===== src/design/rrbc_pkg.sv =====
// Shared types and constants for the ROM/RAM bank controller.
`timescale 1ns / 1ps
package rrbc_pkg;

	localparam int ROM_OFF_W    = 14;
	localparam int ROM_BANK_W   = 7;
	localparam int ROM_ADDR_W   = ROM_BANK_W + ROM_OFF_W;
	localparam int RAM_OFF_MAXW = 13;
	localparam int CFG_IDX_W    = 8;
	localparam int CFG_DATA_W   = 8;

	localparam logic [7:0] RAM_ENABLE_KEY = 8'h0A;
	localparam logic [4:0] LOW_BANK_MASK  = 5'h1F;

	typedef enum logic [1:0] {
		CMD_ROM_READ  = 2'd0,
		CMD_ROM_WRITE = 2'd1,
		CMD_RAM_READ  = 2'd2,
		CMD_RAM_WRITE = 2'd3
	} cmd_t;

	typedef enum logic [1:0] {
		RGN_RAM_ENABLE = 2'd0,
		RGN_LOW_BANK   = 2'd1,
		RGN_HIGH_BANK  = 2'd2,
		RGN_MODE       = 2'd3
	} region_t;

	localparam logic [CFG_IDX_W-1:0] REG_ROM_BANK_COUNT = 8'd0;
	localparam logic [CFG_IDX_W-1:0] REG_RAM_BANK_COUNT = 8'd1;

	typedef struct packed {
		logic                  ram_enabled;
		logic                  rom_mode;
		logic [ROM_BANK_W-1:0] rom_bank;
		logic [1:0]            ram_bank;
		logic [7:0]            rom_bank_count;
		logic [2:0]            ram_bank_count;
	} bank_state_t;

endpackage


===== src/design/rrbc_bank_regs.sv =====
// Bank, mode and enable registers with ROM-area write decode and configuration.
`timescale 1ns / 1ps
module rrbc_bank_regs
	import rrbc_pkg::*;
(
	input  logic                  clk,
	input  logic                  arst_n,
	input  logic                  accept,
	input  cmd_t                  command,
	input  logic [15:0]           address,
	input  logic [7:0]            write_data,
	input  logic                  cfg_we,
	input  logic [CFG_IDX_W-1:0]  cfg_index,
	input  logic [CFG_DATA_W-1:0] cfg_data,
	output bank_state_t           state
);

	bank_state_t state_q;
	logic        rom_wr;
	region_t     region;
	logic [4:0]  low_bits;

	assign rom_wr   = accept && (command == CMD_ROM_WRITE) && !address[15];
	assign region   = region_t'(address[14:13]);
	assign low_bits = ((write_data[4:0] & LOW_BANK_MASK) == 5'd0) ? 5'd1
	                                                             : write_data[4:0];

	always_ff @(posedge clk or negedge arst_n) begin
		if (!arst_n) begin
			state_q.ram_enabled    <= 1'b0;
			state_q.rom_mode       <= 1'b1;
			state_q.rom_bank       <= 7'd1;
			state_q.ram_bank       <= 2'd0;
			state_q.rom_bank_count <= 8'd2;
			state_q.ram_bank_count <= 3'd0;
		end else begin
			if (cfg_we) begin
				if (cfg_index == REG_ROM_BANK_COUNT) begin
					state_q.rom_bank_count <= cfg_data;
				end else if (cfg_index == REG_RAM_BANK_COUNT) begin
					state_q.ram_bank_count <= cfg_data[2:0];
				end
			end
			if (rom_wr) begin
				unique case (region)
					RGN_RAM_ENABLE: begin
						state_q.ram_enabled <= (write_data == RAM_ENABLE_KEY);
					end
					RGN_LOW_BANK: begin
						state_q.rom_bank <= {state_q.rom_bank[6:5], low_bits};
					end
					RGN_HIGH_BANK: begin
						if (state_q.rom_mode) begin
							state_q.rom_bank <= {write_data[1:0], state_q.rom_bank[4:0]};
						end else begin
							state_q.ram_bank <= write_data[1:0];
						end
					end
					RGN_MODE: begin
						state_q.rom_mode <= !write_data[0];
					end
					default: begin
					end
				endcase
			end
		end
	end

	assign state = state_q;

endmodule


===== config.mk =====
export PLATFORM = sky130hd
export DESIGN_NAME = rrbc_bank_regs
export DESIGN_NICKNAME = d
export VERILOG_FILES = /design/src/design/rrbc_pkg.sv /design/src/design/rrbc_bank_regs.sv
export SDC_FILE = /design/constraint.sdc
export NUM_CORES = 1
export LEC_CHECK = 0
export BUFFER_PORTS_ARGS = -buffer_cell sky130_fd_sc_hd__buf_2
export CORE_ASPECT_RATIO = 2
export CORE_UTILIZATION = 36
export DETAILED_ROUTE_END_ITERATION = 8
export PLACE_DENSITY_LB_ADDON = 0.08
export SETUP_SLACK_MARGIN = 0.5
export SYNTH_ARGS = -nofsm -noshare
export SYNTH_HDL_FRONTEND = slang
export SYNTH_SLANG_ARGS = --single-unit
export TNS_END_PERCENT = 20

===== constraint.sdc =====
create_clock -name clk -period 1.2 [get_ports clk]
set_input_delay 0.24 -clock clk [delete_from_list [all_inputs] [get_ports clk]]
set_output_delay 0.24 -clock clk [all_outputs]
set_load 0.01 [all_outputs]

==> results.json, run 1 <==
{
  "run_status": "finished, violations left",
  "violations": "hold timing, setup timing",
  "async_flop_share": 1.00,
  "fmax_mhz": 687,
  "drive_gt1_frac": 0.774,
  "r2r_end": "state[12]",
  "first_iter_violations": 5,
  "maxCapViolCount": 0,
  "yosys.area.top_type": "dfrtp_1",
  "synth_top_area_share": 0.499,
  "grt_pass1_vias": 806,
  "dp_hpwl_um": 1660,
  "die_y_um": 74.8,
  "drc_errors": 0,
  "path_clk_slew_ps": 70,
  "routedWlPerCell_um": 14.5,
  "port_buffers": 54,
  "cp-start-kind": "input pin",
  "cp-end-kind": "flip-flop",
  "gp_congestion": 0.570,
  "synth_area_per_cell_sq_um": 15.6,
  "power.leakage_nw": 0.818,
  "syn_nets": 107,
  "start_util": 0.376,
  "place_area_sq_um": 1310,
  "drv_slew": 0,
  "largest_register_ffs": 22,
  "syn_area_sq_um": 953,
  "rsz0062_at_grt": "yes",
  "track_usage": 0.174,
  "seqCellArea_sq_um": 554,
  "whs_ps": -56.2,
  "fill_cells": 220,
  "layout.cells.non_filler": 152,
  "tightest_slew_ps": 489,
  "fin_skew_ps": 0.494,
  "synthTopCellsByArea": "dfrtp_1 50%, mux2_2 22%, dfstp_2 8.3%",
  "crit_type": "in2reg",
  "r2r_setup_slack_ps": 20,
  "num_vias": 746,
  "max-slew-margin-rel": 0.674,
  "ys_ff_latch": 22,
  "reg2reg_depth": 2,
  "synth_commonest_cells": "19 x dfrtp_1, 19 x mux2_2, 3 x dfstp_2, 3 x mux2_4",
  "fin_crit_sh": 1.21,
  "grt_pass1_wl_um": 3520,
  "cp.required_ps": 1340,
  "clk-insertion-delay-late_ps": 250,
  "path_cells": "buf_6 -> or4b_4 -> or3_4 -> mux2_4",
  "powerDensity_nw_per_um2": 1120,
  "die-width_um": 38.4,
  "vias_per_cell": 4.91,
  "r2r_start": "state[20]",
  "totalWireLength_um": 2200,
  "min_path_type": "in2async",
  "cts_root_buf": "clkbuf_8",
  "slowest_stage": "or4b_4",
  "ys_seq_area_frac": 0.581,
  "synth-main-ff-cell": "dfrtp_1",
  "cts_buffers": 3,
  "stdcell_area_sq_um": 1510,
  "finalSetupViolCount": 11,
  "cts_tree": "yes",
  "fin_nets": 171,
  "hold_viol": 19,
  "synth_edf_count": 0,
  "multiInputGateArea_sq_um": 479,
  "cts_buffer_depth": 2,
  "cts_max_level": 1,
  "vdd_drop_max_mv": 0.768,
  "synthCells": 61,
  "die_area_sq_um": 2870,
  "n_antenna_cell": 0,
  "num_rows": 26,
  "antenna_found_initial": 0,
  "fin_crit_ps": 1460,
  "num_io_pins": 68,
  "gr-total-overflow": 0,
  "synthDistinctLibCells": 18,
  "cp_max_fo": 3,
  "setup_slack_ps": -256,
  "core_sq_um": 2540,
  "grt_max_degree": 23,
  "area_growth_pct": 58.1,
  "cp_slowest_stage_delay_ps": 550,
  "yosysWarnings": 0,
  "drtAntennaViolNets": 0,
  "dp.cells": 148,
  "critical_path_arrival_ps": 1600,
  "drt_first_pass_iters": 2,
  "cts_sinks": 22
}
-- cell usage in the layout (no fill, tap or decap) --
master / count
dfrtp_1: 19
nand2_1: 2
clkbuf_8: 3
nand3b_1: 1
clkbuf_1: 1
inv_1: 2
o41ai_1: 1
buf_2: 44
nor2_1: 1
mux2_2: 2
nor3_4: 1
buf_4: 3
nand3_2: 1
nor4_4: 1
buf_12: 1
buf_6: 11
or3_4: 1
mux2_4: 20
nand4b_1: 1
or4_4: 2
or4b_4: 1
and4bb_2: 2
dfstp_2: 3
-- final cells by class --
class                      count  area share
timing repair buffer          59       0.256
multi-input combinational     37       0.318
inverter                       2     0.00498
sequential                    22       0.368
clock buffer                   4      0.0299
tap                           28      0.0232
-- report_power, final --
group	internal [mW]	switching (mW)
Sequential	0.829	0.0445
Combinational	0.227	0.140
Clock	0.236	0.210
-- routing by layer --
layer | global-route usage | up-vias | part of all wire
met1 | 0.187 | 359 | 0.37
met5 | 0 | - | 0
li1 | - | 353 | -
met3 | 0.0265 | 2 | 0.047
met2 | 0.328 | 32 | 0.57
met4 | 0.0575 | 0 | 0.011
-- worst max path at each step --
stage,from,endpoint,cells past startpoint
after floorplan,cfg_index[4],state[0],3
after global placement,cfg_index[4],state[1],4
after detailed placement,cfg_index[4],state[1],4
after CTS,cfg_index[4],state[1],4
after global routing,cfg_index[4],state[1],4
final,cfg_index[4],state[1],4
-- cells by family (layout without fill, tap and decap cells) --
| kind of cell | count (synthesis) | count (layout) | synth area share |
|---|---|---|---|
| AOI/OAI and AO/OA | 1 | 1 | 0.00919 |
| buffers and inverters | 2 | 65 | 0.00788 |
| and+or+nand+nor | 14 | 14 | 0.130 |
| muxes | 22 | 22 | 0.272 |
| DFF | 22 | 22 | 0.581 |
-- per-stage QoR --
step                      power, mW  worst slack (ps)  setup TNS [ps]   util
after floorplan                1.01              -410           -4480      -
final                          1.69              -256           -2500  0.594
after global placement         1.17              -526           -6630  0.517
after detailed placement       1.18              -549           -7120  0.517
after global routing           1.79              -259           -2750  0.594
after CTS                      1.71              -254           -2480  0.592
-- worst max-delay path, delay by kind of cell --
kind	cells	cell delay, ps
buffers and inverters	1	90
multiplexers	1	300
AND/OR/NAND/NOR	2	970
-- repair_timing --
action / 4_1_cts / 5_1_grt
hold endpoints to repair: 19 / 19
setup endpoints to repair: 44 / 44
pin swaps: 8 / 4
cloned: 0 / 0
resized for setup: 30 / 1
setup buffers: 0 / 0
(Power assumes the default switching activity.)
==> run 2: changes to the inputs <==
BUFFER_PORTS_ARGS = default   (was -buffer_cell sky130_fd_sc_hd__buf_2)
CORE_ASPECT_RATIO = default   (was 2)
CORE_MARGIN = 3   (was default)
CORE_UTILIZATION = 53   (was 36)
DONT_BUFFER_PORTS = 1   (was default)
MAX_ROUTING_LAYER = met4   (was default)
==> run 2 against run 1 <==
Compared with the run above: the flow still finishes with violations (hold timing, setup timing); first-iteration DRC count shrank 60%; clock power shrank 28%; maximum frequency grew 11%; sequential power grew 5.0%; core utilization grew 11 points; clock skew is essentially flat; sequential cell count is the same; register-to-register slack is essentially flat; critical path type unchanged; global-route usage shrank 0.35 points.
==> results.json, run 2 (same netlist as run 1, synthesis figures left out) <==
{
  "run_status": "finished, violations left",
  "violations": "hold timing, setup timing",
  "fin_crit_sh": 1.09,
  "seqCellArea_sq_um": 554,
  "layout.cells.non_filler": 93,
  "fin_tns_setup_ps": -752,
  "multiInputGateArea_sq_um": 463,
  "die_y_um": 48.4,
  "grt_pass1_wl_um": 3000,
  "n_antenna_cell": 0,
  "cts_tree": "yes",
  "grt_pass1_vias": 618,
  "cp-start-kind": "input pin",
  "cp_max_fo": 3,
  "num_vias": 545,
  "drc_errors": 0,
  "totalWireLength_um": 1700,
  "track_usage": 0.170,
  "drive_gt1_frac": 0.580,
  "largest_register_ffs": 22,
  "finalSetupViolCount": 12,
  "fmax_mhz": 762,
  "vdd_drop_max_mv": 1.28,
  "routedWlPerCell_um": 18.3,
  "cts_buffer_depth": 2,
  "max-slew-margin-rel": 0.744,
  "start_util": 0.598,
  "cts_setup_buffers": 0,
  "drv_slew": 0,
  "first_iter_violations": 2,
  "cts_buffers": 3,
  "cp-end-kind": "flip-flop",
  "die-width_um": 48.4,
  "path_clk_slew_ps": 100,
  "hold_viol": 22,
  "drtAntennaViolNets": 0,
  "port_buffers": 0,
  "fin_skew_ps": 0.463,
  "num_rows": 14,
  "drt_first_pass_iters": 3,
  "cts_max_level": 1,
  "vias_per_cell": 5.86,
  "tightest_slew_ps": 383,
  "fin_crit_ps": 1310,
  "r2r_start": "state[20]",
  "area_growth_pct": 17.3,
  "antenna_found_initial": 0,
  "final_common_cell": "dfrtp_1",
  "clk-insertion-delay-late_ps": 290,
  "gp_congestion": 0.691,
  "gr-total-overflow": 0,
  "core_sq_um": 1590,
  "fill_cells": 120,
  "power.leakage_nw": 0.541,
  "whs_ps": -375,
  "fin_util": 0.702,
  "powerDensity_nw_per_um2": 1240,
  "dp.cells": 89,
  "total_power_mw": 1.38,
  "critical_path_arrival_ps": 1500,
  "cts_root_buf": "clkbuf_4",
  "cts_sinks": 22,
  "final_cell_mix": "19 x dfrtp_1, 17 x mux2_4, 5 x mux2_2",
  "num_io_pins": 68,
  "crit_type": "in2reg",
  "min_path_type": "in2async",
  "die_area_sq_um": 2340,
  "crit_start": "cfg_index[4]",
  "grt_max_degree": 23,
  "cp.required_ps": 1390,
  "fin_nets": 116,
  "maxCapViolCount": 0,
  "setup_slack_ps": -112,
  "rsz0062_at_grt": "yes"
}
==> run 2: critical path, cell delays in order <==
cell,delay [ps]
or4b_4,540
or3_4,420
mux2_4,310
==> run 2: final timing paths <==
kind                       cells after the start  slack [ps]   endpoint
max                                            3        -110   state[1]
min                                            0        -380   state[5]
max reg2reg                                    2          20  state[19]
min reg2reg                                    1         590  state[12]
max in group asynchronous                      0        1400  state[13]
min in group clk                               1          80   state[2]
==> run 2: what timing repair did <==
action                                  in CTS  in global routing
resized for setup                           15                  3
cloned                                       0                  0
pin swaps                                    5                  5
endpoints found under the setup margin      44                 44
hold endpoints to repair                    22                 22
==> run 2: report_power, final <==
part           internal (mW)  switching, mW  total (mW)  leakage, nW
Sequential             0.829         0.0873       0.917        0.287
Combinational          0.111         0.0356       0.146        0.239
Clock                  0.129          0.191       0.320       0.0150
==> run 2: per-layer routing <==
| metal | global-route usage | up-vias | wire [um] |
|---|---|---|---|
| li1 | - | 244 | - |
| met1 | 0.200 | 272 | 663 |
| met2 | 0.273 | 27 | 846 |
| met3 | 0.0798 | 2 | 178 |
| met4 | 0.0284 | 0 | 14 |
| met5 | - | - | 0 |
==> run 2: final cells by class <==
type | instances | share of cell area
inverter | 2 | 0.00671
timing repair buffer | 4 | 0.0336
clock buffer | 4 | 0.0235
sequential | 22 | 0.496
multi-input combinational | 37 | 0.414
tap | 24 | 0.0268
==> run 2: through the flow <==
stage          setup slack [ps]  cell area, sq um  hold slack (ps)
2_1_floorplan              -410               957            -55.6
3_3_place_gp               -421              1020            -55.1
3_5_place_dp               -429              1020            -55.1
4_1_cts                    -104              1100             -388
5_1_grt                    -101              1120             -411
6_report                   -112              1120             -375
